===== src/rtl/core/cpc_pkg.sv =====
package cpc_pkg;

  // Input operations.
  typedef enum logic [1:0] {
    OP_TICK  = 2'd0,
    OP_START = 2'd1,
    OP_STOP  = 2'd2,
    OP_FULL  = 2'd3
  } op_e;

  // Phase codes as they appear on the result.
  localparam logic [2:0] PH_IDLE    = 3'd0;
  localparam logic [2:0] PH_START   = 3'd1;
  localparam logic [2:0] PH_CHARGE  = 3'd2;
  localparam logic [2:0] PH_DISCHG  = 3'd3;
  localparam logic [2:0] PH_HOLD    = 3'd4;
  localparam logic [2:0] PH_ERR_SEQ = 3'd5;
  localparam logic [2:0] PH_ERR_CHG = 3'd6;
  localparam logic [2:0] PH_ERR_BAT = 3'd7;

  localparam logic [1:0] LED_OFF = 2'd0;
  localparam logic [1:0] LED_CHG = 2'd1;
  localparam logic [1:0] LED_ERR = 2'd2;

  typedef enum logic [1:0] {
    STEP_NONE = 2'd0,
    STEP_PRE  = 2'd1,
    STEP_DIS  = 2'd2,
    STEP_TOP  = 2'd3
  } step_e;

  // Configuration register indexes.
  localparam int unsigned CFG_IDX_W = 3;
  localparam logic [CFG_IDX_W-1:0] REG_ADAPTOR_BAD = 3'd0;
  localparam logic [CFG_IDX_W-1:0] REG_FULL        = 3'd1;
  localparam logic [CFG_IDX_W-1:0] REG_BAD_BATTERY = 3'd2;
  localparam logic [CFG_IDX_W-1:0] REG_MAIN_TMO    = 3'd3;
  localparam logic [CFG_IDX_W-1:0] REG_TOPOFF      = 3'd4;
  localparam logic [CFG_IDX_W-1:0] REG_PRECHARGE   = 3'd5;
  localparam logic [CFG_IDX_W-1:0] REG_DISCHARGE   = 3'd6;
  localparam int unsigned CFG_DATA_W = 13;

  localparam logic [12:0] RST_ADAPTOR_BAD = 13'd4400;
  localparam logic [12:0] RST_FULL        = 13'd3900;
  localparam logic [12:0] RST_BAD_BATTERY = 13'd2500;
  localparam logic [9:0]  RST_MAIN_TMO    = 10'd300;
  localparam logic [7:0]  RST_TOPOFF      = 8'd20;
  localparam logic [7:0]  RST_PRECHARGE   = 8'd60;
  localparam logic [7:0]  RST_DISCHARGE   = 8'd30;

  localparam logic [7:0] SECS_PER_MIN  = 8'd60;
  localparam logic [5:0] LAST_SEC      = 6'd59;

  typedef struct packed {
    logic [12:0] adaptor_bad_mv;
    logic [12:0] full_mv;
    logic [12:0] bad_battery_mv;
    logic [9:0]  main_timeout_minutes;
    logic [7:0]  topoff_minutes;
    logic [7:0]  precharge_seconds;
    logic [7:0]  discharge_seconds;
  } cfg_t;

  typedef struct packed {
    logic [1:0]  operation;
    logic [12:0] battery_mv;
    logic        ac_present;
  } req_t;

  typedef struct packed {
    logic [2:0] phase;
    logic       charger_enable;
    logic [1:0] led_mode;
    logic       full_detect_armed;
    logic       charger_pulsed;
    logic       start_rejected;
  } rsp_t;

  typedef struct packed {
    logic [2:0] phase;
    logic       chg_en;
    logic [1:0] led;
    logic       armed;
    logic [5:0] min_secs;
    logic [9:0] main_mins;
    logic [7:0] step_secs;
    step_e      step;
    logic [7:0] topoff_left;
  } st_t;

  function automatic logic [9:0] min1_10(logic [9:0] v);
    return (v == 10'd0) ? 10'd1 : v;
  endfunction

  function automatic logic [7:0] min1_8(logic [7:0] v);
    return (v == 8'd0) ? 8'd1 : v;
  endfunction

  // Abort the sequence: everything stops, phase and LED take the given values.
  function automatic st_t quit(st_t s, logic [2:0] ph, logic [1:0] led);
    st_t r;
    r             = s;
    r.chg_en      = 1'b0;
    r.armed       = 1'b0;
    r.min_secs    = '0;
    r.main_mins   = '0;
    r.step_secs   = '0;
    r.step        = STEP_NONE;
    r.topoff_left = '0;
    r.phase       = ph;
    r.led         = led;
    return r;
  endfunction

endpackage


===== src/rtl/core/cpc_cfg_regs.sv =====
module cpc_cfg_regs
  import cpc_pkg::*;
(
  input  logic                  clk_i,
  input  logic                  rst_ni,
  input  logic                  cfg_we_i,
  input  logic [CFG_IDX_W-1:0]  cfg_idx_i,
  input  logic [CFG_DATA_W-1:0] cfg_data_i,
  output cfg_t                  cfg_o
);

  cfg_t cfg_q;

  always_ff @(posedge clk_i or negedge rst_ni) begin
    if (!rst_ni) begin
      cfg_q.adaptor_bad_mv       <= RST_ADAPTOR_BAD;
      cfg_q.full_mv              <= RST_FULL;
      cfg_q.bad_battery_mv       <= RST_BAD_BATTERY;
      cfg_q.main_timeout_minutes <= RST_MAIN_TMO;
      cfg_q.topoff_minutes       <= RST_TOPOFF;
      cfg_q.precharge_seconds    <= RST_PRECHARGE;
      cfg_q.discharge_seconds    <= RST_DISCHARGE;
    end else if (cfg_we_i) begin
      unique case (cfg_idx_i)
        REG_ADAPTOR_BAD: cfg_q.adaptor_bad_mv       <= cfg_data_i[12:0];
        REG_FULL:        cfg_q.full_mv              <= cfg_data_i[12:0];
        REG_BAD_BATTERY: cfg_q.bad_battery_mv       <= cfg_data_i[12:0];
        REG_MAIN_TMO:    cfg_q.main_timeout_minutes <= cfg_data_i[9:0];
        REG_TOPOFF:      cfg_q.topoff_minutes       <= cfg_data_i[7:0];
        REG_PRECHARGE:   cfg_q.precharge_seconds    <= cfg_data_i[7:0];
        REG_DISCHARGE:   cfg_q.discharge_seconds    <= cfg_data_i[7:0];
        default: ;
      endcase
    end
  end

  assign cfg_o = cfg_q;

endmodule


===== src/rtl/core/cpc_core.sv =====
module cpc_core
  import cpc_pkg::*;
(
  input  logic clk_i,
  input  logic rst_ni,
  input  logic en_i,
  input  req_t req_i,
  input  cfg_t cfg_i,
  output rsp_t rsp_o
);

  st_t   st_q, st_d;
  step_e which;
  logic  pulsed, rejected;

  always_comb begin
    st_d     = st_q;
    which    = STEP_NONE;
    pulsed   = 1'b0;
    rejected = 1'b0;
    unique case (op_e'(req_i.operation))
      OP_TICK: begin
        if (st_d.step != STEP_NONE) begin
          if (st_d.step_secs != 8'd0) begin
            st_d.step_secs = st_d.step_secs - 8'd1;
          end
          if (st_d.step_secs == 8'd0) begin
            which     = st_d.step;
            st_d.step = STEP_NONE;
            unique case (which)
              STEP_PRE: begin
                if (st_d.phase != PH_CHARGE) begin
                  st_d = quit(st_d, PH_ERR_SEQ, LED_OFF);
                end else if (req_i.battery_mv < cfg_i.bad_battery_mv) begin
                  st_d = quit(st_d, PH_ERR_BAT, LED_ERR);
                end else begin
                  st_d.armed = 1'b1;
                end
              end
              STEP_DIS: begin
                if (st_d.phase != PH_DISCHG) begin
                  st_d = quit(st_d, PH_ERR_SEQ, LED_OFF);
                end else if (req_i.battery_mv < cfg_i.bad_battery_mv) begin
                  st_d = quit(st_d, PH_ERR_BAT, LED_ERR);
                end else begin
                  st_d.chg_en = 1'b1;
                  if (req_i.battery_mv < cfg_i.full_mv) begin
                    st_d.phase = PH_CHARGE;
                    st_d.armed = 1'b1;
                  end else begin
                    st_d.topoff_left = min1_8(cfg_i.topoff_minutes);
                    st_d.step        = STEP_TOP;
                    st_d.step_secs   = SECS_PER_MIN;
                  end
                end
              end
              STEP_TOP: begin
                if (st_d.phase != PH_DISCHG) begin
                  st_d = quit(st_d, PH_ERR_SEQ, LED_ERR);
                end else if (st_d.topoff_left > 8'd1) begin
                  st_d.topoff_left = st_d.topoff_left - 8'd1;
                  st_d.step        = STEP_TOP;
                  st_d.step_secs   = SECS_PER_MIN;
                end else begin
                  st_d.topoff_left = '0;
                  st_d.chg_en      = 1'b1;
                  st_d.armed       = 1'b0;
                  st_d.led         = LED_OFF;
                  st_d.phase       = PH_HOLD;
                end
              end
              default: ;
            endcase
          end
        end
        // The main timer runs on the state left by the step timer.
        if (st_d.main_mins != 10'd0) begin
          if (st_d.min_secs == LAST_SEC) begin
            st_d.min_secs = '0;
            if (st_d.main_mins > 10'd1) begin
              st_d.main_mins = st_d.main_mins - 10'd1;
            end else begin
              st_d.chg_en = 1'b1;
              if (st_d.phase == PH_DISCHG) begin
                st_d.phase = PH_CHARGE;
              end
              st_d.main_mins = min1_10(cfg_i.main_timeout_minutes);
              pulsed         = 1'b1;
            end
          end else begin
            st_d.min_secs = st_d.min_secs + 6'd1;
          end
        end
      end
      OP_START: begin
        if (st_d.phase < PH_START || st_d.phase > PH_HOLD) begin
          st_d.phase = PH_IDLE;
          if (!req_i.ac_present) begin
            rejected = 1'b1;
          end else begin
            st_d.chg_en = 1'b1;
            if (req_i.battery_mv > cfg_i.adaptor_bad_mv) begin
              st_d = quit(st_d, PH_ERR_CHG, LED_ERR);
            end else begin
              st_d.phase     = PH_CHARGE;
              st_d.main_mins = min1_10(cfg_i.main_timeout_minutes);
              st_d.min_secs  = '0;
              st_d.led       = LED_CHG;
              st_d.armed     = 1'b0;
              st_d.step      = STEP_PRE;
              st_d.step_secs = min1_8(cfg_i.precharge_seconds);
            end
          end
        end
      end
      OP_STOP: begin
        if (st_d.phase >= PH_START && st_d.phase <= PH_HOLD) begin
          st_d = quit(st_d, PH_IDLE, LED_OFF);
        end
        st_d.led    = LED_OFF;
        st_d.chg_en = 1'b0;
      end
      OP_FULL: begin
        if (st_d.armed) begin
          st_d.armed = 1'b0;
          if (st_d.phase != PH_CHARGE) begin
            st_d = quit(st_d, PH_ERR_SEQ, LED_OFF);
          end else begin
            st_d.phase     = PH_DISCHG;
            st_d.chg_en    = 1'b0;
            st_d.step      = STEP_DIS;
            st_d.step_secs = min1_8(cfg_i.discharge_seconds);
          end
        end
      end
      default: ;
    endcase
  end

  always_ff @(posedge clk_i or negedge rst_ni) begin
    if (!rst_ni) begin
      st_q <= '{phase: PH_IDLE, chg_en: 1'b0, led: LED_OFF, armed: 1'b0,
                min_secs: '0, main_mins: '0, step_secs: '0, step: STEP_NONE,
                topoff_left: '0};
    end else if (en_i) begin
      st_q <= st_d;
    end
  end

  always_comb begin
    rsp_o.phase             = st_d.phase;
    rsp_o.charger_enable    = st_d.chg_en;
    rsp_o.led_mode          = st_d.led;
    rsp_o.full_detect_armed = st_d.armed;
    rsp_o.charger_pulsed    = pulsed;
    rsp_o.start_rejected    = rejected;
  end

  // A pending step only exists while charging or discharging.
  a_step_phase: assert property (@(posedge clk_i) disable iff (!rst_ni)
    st_q.step != STEP_NONE |-> (st_q.phase == PH_CHARGE || st_q.phase == PH_DISCHG))
    else $error("step pending outside charge phases");

  // Full detection is armed only in the charge phase.
  a_armed_phase: assert property (@(posedge clk_i) disable iff (!rst_ni)
    st_q.armed |-> st_q.phase == PH_CHARGE)
    else $error("full detection armed outside charge phase");

  // The main timer runs only inside a charge sequence.
  a_main_phase: assert property (@(posedge clk_i) disable iff (!rst_ni)
    st_q.main_mins != 10'd0 |-> (st_q.phase >= PH_START && st_q.phase <= PH_HOLD))
    else $error("main timer running outside charge sequence");

  // The second counter wraps at the end of each minute.
  a_min_secs: assert property (@(posedge clk_i) disable iff (!rst_ni)
    st_q.min_secs <= LAST_SEC)
    else $error("second counter out of range");

endmodule


===== src/rtl/core/battery_charge_phase_controller_top.sv =====
// An accepted request lands in the input register; its result is loaded into
// the result register. Throughput: one request per cycle unless out_stall_i
// holds a full result register; the state update is one combinational pass
// between the input register and the result register.
// Reset: asynchronous, active low; sequencer idle, configuration at defaults.
module battery_charge_phase_controller_top
  import cpc_pkg::*;
(
  input  logic                  clk_i,
  input  logic                  rst_ni,
  input  logic                  cfg_we_i,
  input  logic [CFG_IDX_W-1:0]  cfg_idx_i,
  input  logic [CFG_DATA_W-1:0] cfg_data_i,
  input  logic                  in_valid_i,
  output logic                  in_stall_o,
  input  req_t                  in_req_i,
  output logic                  out_valid_o,
  input  logic                  out_stall_i,
  output rsp_t                  out_rsp_o
);

  cfg_t cfg;
  req_t req_q;
  logic req_valid_q;
  rsp_t rsp_d, rsp_q;
  logic rsp_valid_q;
  logic out_free, advance;

  // The result register can load when empty or being drained this cycle.
  assign out_free   = !rsp_valid_q || !out_stall_i;
  assign advance    = req_valid_q && out_free;
  assign in_stall_o = req_valid_q && !out_free;

  cpc_cfg_regs u_cfg (
    .clk_i      (clk_i),
    .rst_ni     (rst_ni),
    .cfg_we_i   (cfg_we_i),
    .cfg_idx_i  (cfg_idx_i),
    .cfg_data_i (cfg_data_i),
    .cfg_o      (cfg)
  );

  cpc_core u_core (
    .clk_i  (clk_i),
    .rst_ni (rst_ni),
    .en_i   (advance),
    .req_i  (req_q),
    .cfg_i  (cfg),
    .rsp_o  (rsp_d)
  );

  always_ff @(posedge clk_i or negedge rst_ni) begin
    if (!rst_ni) begin
      req_valid_q <= 1'b0;
      rsp_valid_q <= 1'b0;
    end else begin
      if (!in_stall_o) begin
        req_valid_q <= in_valid_i;
      end
      if (out_free) begin
        rsp_valid_q <= req_valid_q;
      end
    end
  end

  always_ff @(posedge clk_i) begin
    if (in_valid_i && !in_stall_o) begin
      req_q <= in_req_i;
    end
    if (advance) begin
      rsp_q <= rsp_d;
    end
  end

  assign out_valid_o = rsp_valid_q;
  assign out_rsp_o   = rsp_q;

endmodule

===== config.mk =====
export PLATFORM = sky130hd
export DESIGN_NAME = battery_charge_phase_controller_top
export DESIGN_NICKNAME = d
export VERILOG_FILES = /design/src/rtl/core/cpc_pkg.sv /design/src/rtl/core/cpc_cfg_regs.sv /design/src/rtl/core/cpc_core.sv /design/src/rtl/core/battery_charge_phase_controller_top.sv
export SDC_FILE = /design/constraint.sdc
export NUM_CORES = 1
export LEC_CHECK = 0
export BUFFER_PORTS_ARGS = -buffer_cell sky130_fd_sc_hd__clkbuf_2
export CELL_PAD_IN_SITES_DETAIL_PLACEMENT = 0
export CELL_PAD_IN_SITES_GLOBAL_PLACEMENT = 1
export CORE_MARGIN = 5
export CORE_UTILIZATION = 46
export CTS_BUF_LIST = sky130_fd_sc_hd__clkbuf_4 sky130_fd_sc_hd__clkbuf_8
export DETAILED_ROUTE_END_ITERATION = 10
export PLACE_DENSITY_LB_ADDON = 0.25
export SLEW_MARGIN = 20
export SYNTH_ARGS = -nofsm -noshare
export SYNTH_HDL_FRONTEND = slang
export SYNTH_HIERARCHICAL = 1
export SYNTH_SLANG_ARGS = --single-unit

===== constraint.sdc =====
create_clock -name clk_i -period 4.57 [get_ports clk_i]
set_clock_uncertainty 0.05 [all_clocks]
set_input_delay 0.914 -clock clk_i [delete_from_list [all_inputs] [get_ports clk_i]]
set_output_delay 0.914 -clock clk_i [all_outputs]
set_load 0.005 [all_outputs]

==> results.json <==
{
  "worstRegToRegCells": 18,
  "post_drt_via_cell_ratio": 5.84,
  "r2r_end": "u_core/st_q[20]",
  "track_usage_pct": 20.8,
  "startpoint_type": "flop",
  "start_util_pct": 46.3,
  "min_period_ps": 4280,
  "synth.most_common_cell": "dfrtp_1",
  "synth_top_cells_by_count": "dfrtp_1, nand2_1, mux2_2, inv_1, nor2_1",
  "synth-seq-cells": 141,
  "post_cts_buffers": 0,
  "top_layer_used": "met4",
  "p_total_w": 0.00420,
  "num_vias": 6252,
  "critPathMaxFanout": 8,
  "grt_max_degree": 73,
  "fin_nets": 909,
  "wl_um": 20700,
  "max-vdd-ir-drop_v": 0.000255,
  "initialDrtViolationCount": 519,
  "dr_wl_met3_um": 999,
  "synth_edf_count": 25,
  "antenna_left": 0,
  "core_mm2": 0.0178,
  "drc": 0,
  "max-cap-violations": 0,
  "yosys.area.top_type_share_pct": 25.8,
  "syn_nets": 868,
  "clkTransAtPathRegs_ps": 100,
  "cp_data_arrival_time_ps": 4590,
  "io_pins": 48,
  "grt_first_pass_wirelength_um": 33900,
  "syn_avg_cell_area_um2": 10.5,
  "synthArstFlopShare_pct": 82.3,
  "fp-row-count": 49,
  "final_layout_size_suffix_gt1_share_pct": 26.8,
  "cts.sinks": 141,
  "wire_per_inst_um": 19.4,
  "max_freq_mhz": 233,
  "place.gp.congestion": 0.885,
  "met2_length_um": 9540,
  "tns_ps": 0,
  "antenna_cells": 0,
  "synth_area_leaders": "dfrtp_1, dfstp_2, edfxtp_1",
  "reg2reg_from": "u_core/st_q[10]",
  "clk_path_buf_depth": 2,
  "hold_class": "input pin to async pin",
  "worst_pin_slew_ps": 1070,
  "path_cells": "inv_1 > ha_1 > or3_1 > a31oi_1 > o211ai_2 > a41o_2 > or2_1 > and2_1 > ha_1 > nor2b_1 > nand4_1 > nand2b_1 > nor3_2 > nor2_1 > o21ai_2 > nor2_1 > nand2_1 > o211ai_1",
  "timing.final.max_slew_violations": 0,
  "insertion_delay_ps": 460,
  "syn_inst": 787,
  "worstPathRequired_ps": 4880,
  "hold_buffers": 0,
  "ys_types": 85,
  "max_slew_margin_pct": 28.7,
  "wl_met1_um": 9830,
  "status": "finished clean",
  "regToRegSetupSlack_ps": 290,
  "postCtsResizedCells": 0,
  "post-route-util_pct": 51.0,
  "die_h_um": 144,
  "grt_setup_unrepaired": "yes",
  "io_buffers": 47,
  "ys.warnings.count": 6,
  "finalSetupViolations": 0,
  "hold_viol_final": 0,
  "fin_crit_sh_pct": 93.7,
  "nFillCells": 1621,
  "h-tree-depth": 4,
  "synth_area_mm2": 0.00826,
  "die_w_um": 144,
  "antenna_found_initial": 0,
  "root_buffer": "clkbuf_8",
  "p_per_area_mw_per_mm2": 461,
  "cts_made_buffers": 17,
  "synth_seq_area_share_pct": 44.7,
  "dp_hpwl_um": 14900,
  "cts_tree": "built",
  "synth_ff_type": "dfrtp_1",
  "grt-ovfl-total": 0,
  "die-area_mm2": 0.0207,
  "p_leak_nw": 3.93,
  "worstSetupPathType": "flop to flop",
  "area_growth_pct": 10.2,
  "worstSetupEndpointType": "flop",
  "yosysTopAreaCell": "dfrtp_1",
  "critical-path-max-stage-delay_ps": 460,
  "drt_first_pass_iters": 5,
  "grt_pass1_vias": 6322,
  "cp_slowest_cell": "dfrtp_1"
}
registers in the layout (all words and copies together), names as in the netlist:
signal	flops
out_rsp_o	9
out_valid_o	1
req_q	16
req_valid_q	1
u_cfg/cfg_o	73
u_core/st_q	41
worst max-delay path by stage:
stage                          startpoint               to  slack, ps  cells past startpoint
after floorplan           u_cfg/cfg_o[36]  u_core/st_q[23]        280                     21
after global placement    u_cfg/cfg_o[36]  u_core/st_q[23]        270                     19
after detailed placement  u_cfg/cfg_o[36]  u_core/st_q[23]        150                     19
after CTS                 u_cfg/cfg_o[36]  u_core/st_q[23]        110                     19
after global routing      u_core/st_q[12]  u_core/st_q[26]        -40                     16
final                     u_core/st_q[10]  u_core/st_q[20]        290                     18
stage by stage:
stage / setup slack (ps) / hold WS [ps] / cell area [um2] / cells
4_1_cts: 111 / 453 / 9080 / 1070
3_3_place_gp: 265 / 423 / 8660 / 1038
5_1_grt: -39.3 / 476 / 9100 / 1070
3_5_place_dp: 148 / 433 / 8670 / 1038
6_report: 286 / 433 / 9100 / 1070
2_1_floorplan: 280 / 401 / 8260 / 787
cell usage in the layout (no fill, tap or decap), types with 7 or more instances in the layout:
cell / n
dfrtp_1: 85
mux2_4: 20
mux2_2: 56
or3_1: 8
nor2b_1: 10
a21oi_1: 35
nor3_1: 17
nor4_1: 9
o211ai_1: 11
clkbuf_8: 18
ha_1: 44
nor2_1: 53
a22o_1: 12
inv_1: 54
o21ai_0: 39
clkbuf_2: 46
nand3_1: 11
o22ai_1: 8
a31oi_1: 16
nand4_1: 7
buf_4: 11
a21o_1: 9
dfstp_2: 31
edfxtp_1: 25
nand2_1: 73
worst max-delay path: cells and delay by family, from the launching register on:
family                     cells  cell delay [ps]
adders and majority gates      2              540
DFF                            1              460
AOI/OAI and AO/OA              5             1140
and+or+nand+nor               10             1900
buffers and inverters          1              110
final cells by class:
cell class | instances | area [um2] | area share, %
clock buffer | 19 | 255 | 2.81
inverter | 54 | 203 | 2.23
clock inverter | 13 | 156 | 1.72
multi-input combinational | 555 | 4160 | 45.7
sequential | 141 | 3690 | 40.6
tap | 229 | 287 | 3.15
timing repair buffer | 59 | 344 | 3.78
report_power, final:
group	total [W]	internal, W	switching [W]	leakage, nW
logic	0.00128	0.000582	0.000703	2.09
registers	0.00185	0.00158	0.000272	1.64
clock network	0.00106	0.000520	0.000544	0.209
total	0.00420	0.00268	0.00152	3.93
cell families (layout without fill, tap and decap cells):
group / Yosys count / after routing / share of synthesized area, %
buffers and inverters: 91 / 145 / 5.15
multiplexers: 77 / 77 / 11.4
XOR/XNOR: 5 / 5 / 0.530
adder cells (fa/ha/maj): 44 / 44 / 6.67
AO/OA/AOI/OAI: 199 / 199 / 16.7
flip-flops: 141 / 141 / 44.7
AND/OR/NAND/NOR: 230 / 230 / 14.8
per-layer routing:
| metal | vias up | GRT usage [%] |
|---|---|---|
| met5 | - | 0 |
| met4 | 0 | 5.35 |
| met3 | 25 | 4.09 |
| met2 | 180 | 33.2 |
| met1 | 3062 | 29.3 |
| li1 | 2985 | - |
No activity file was read; power rests on OpenSTA's default activity.
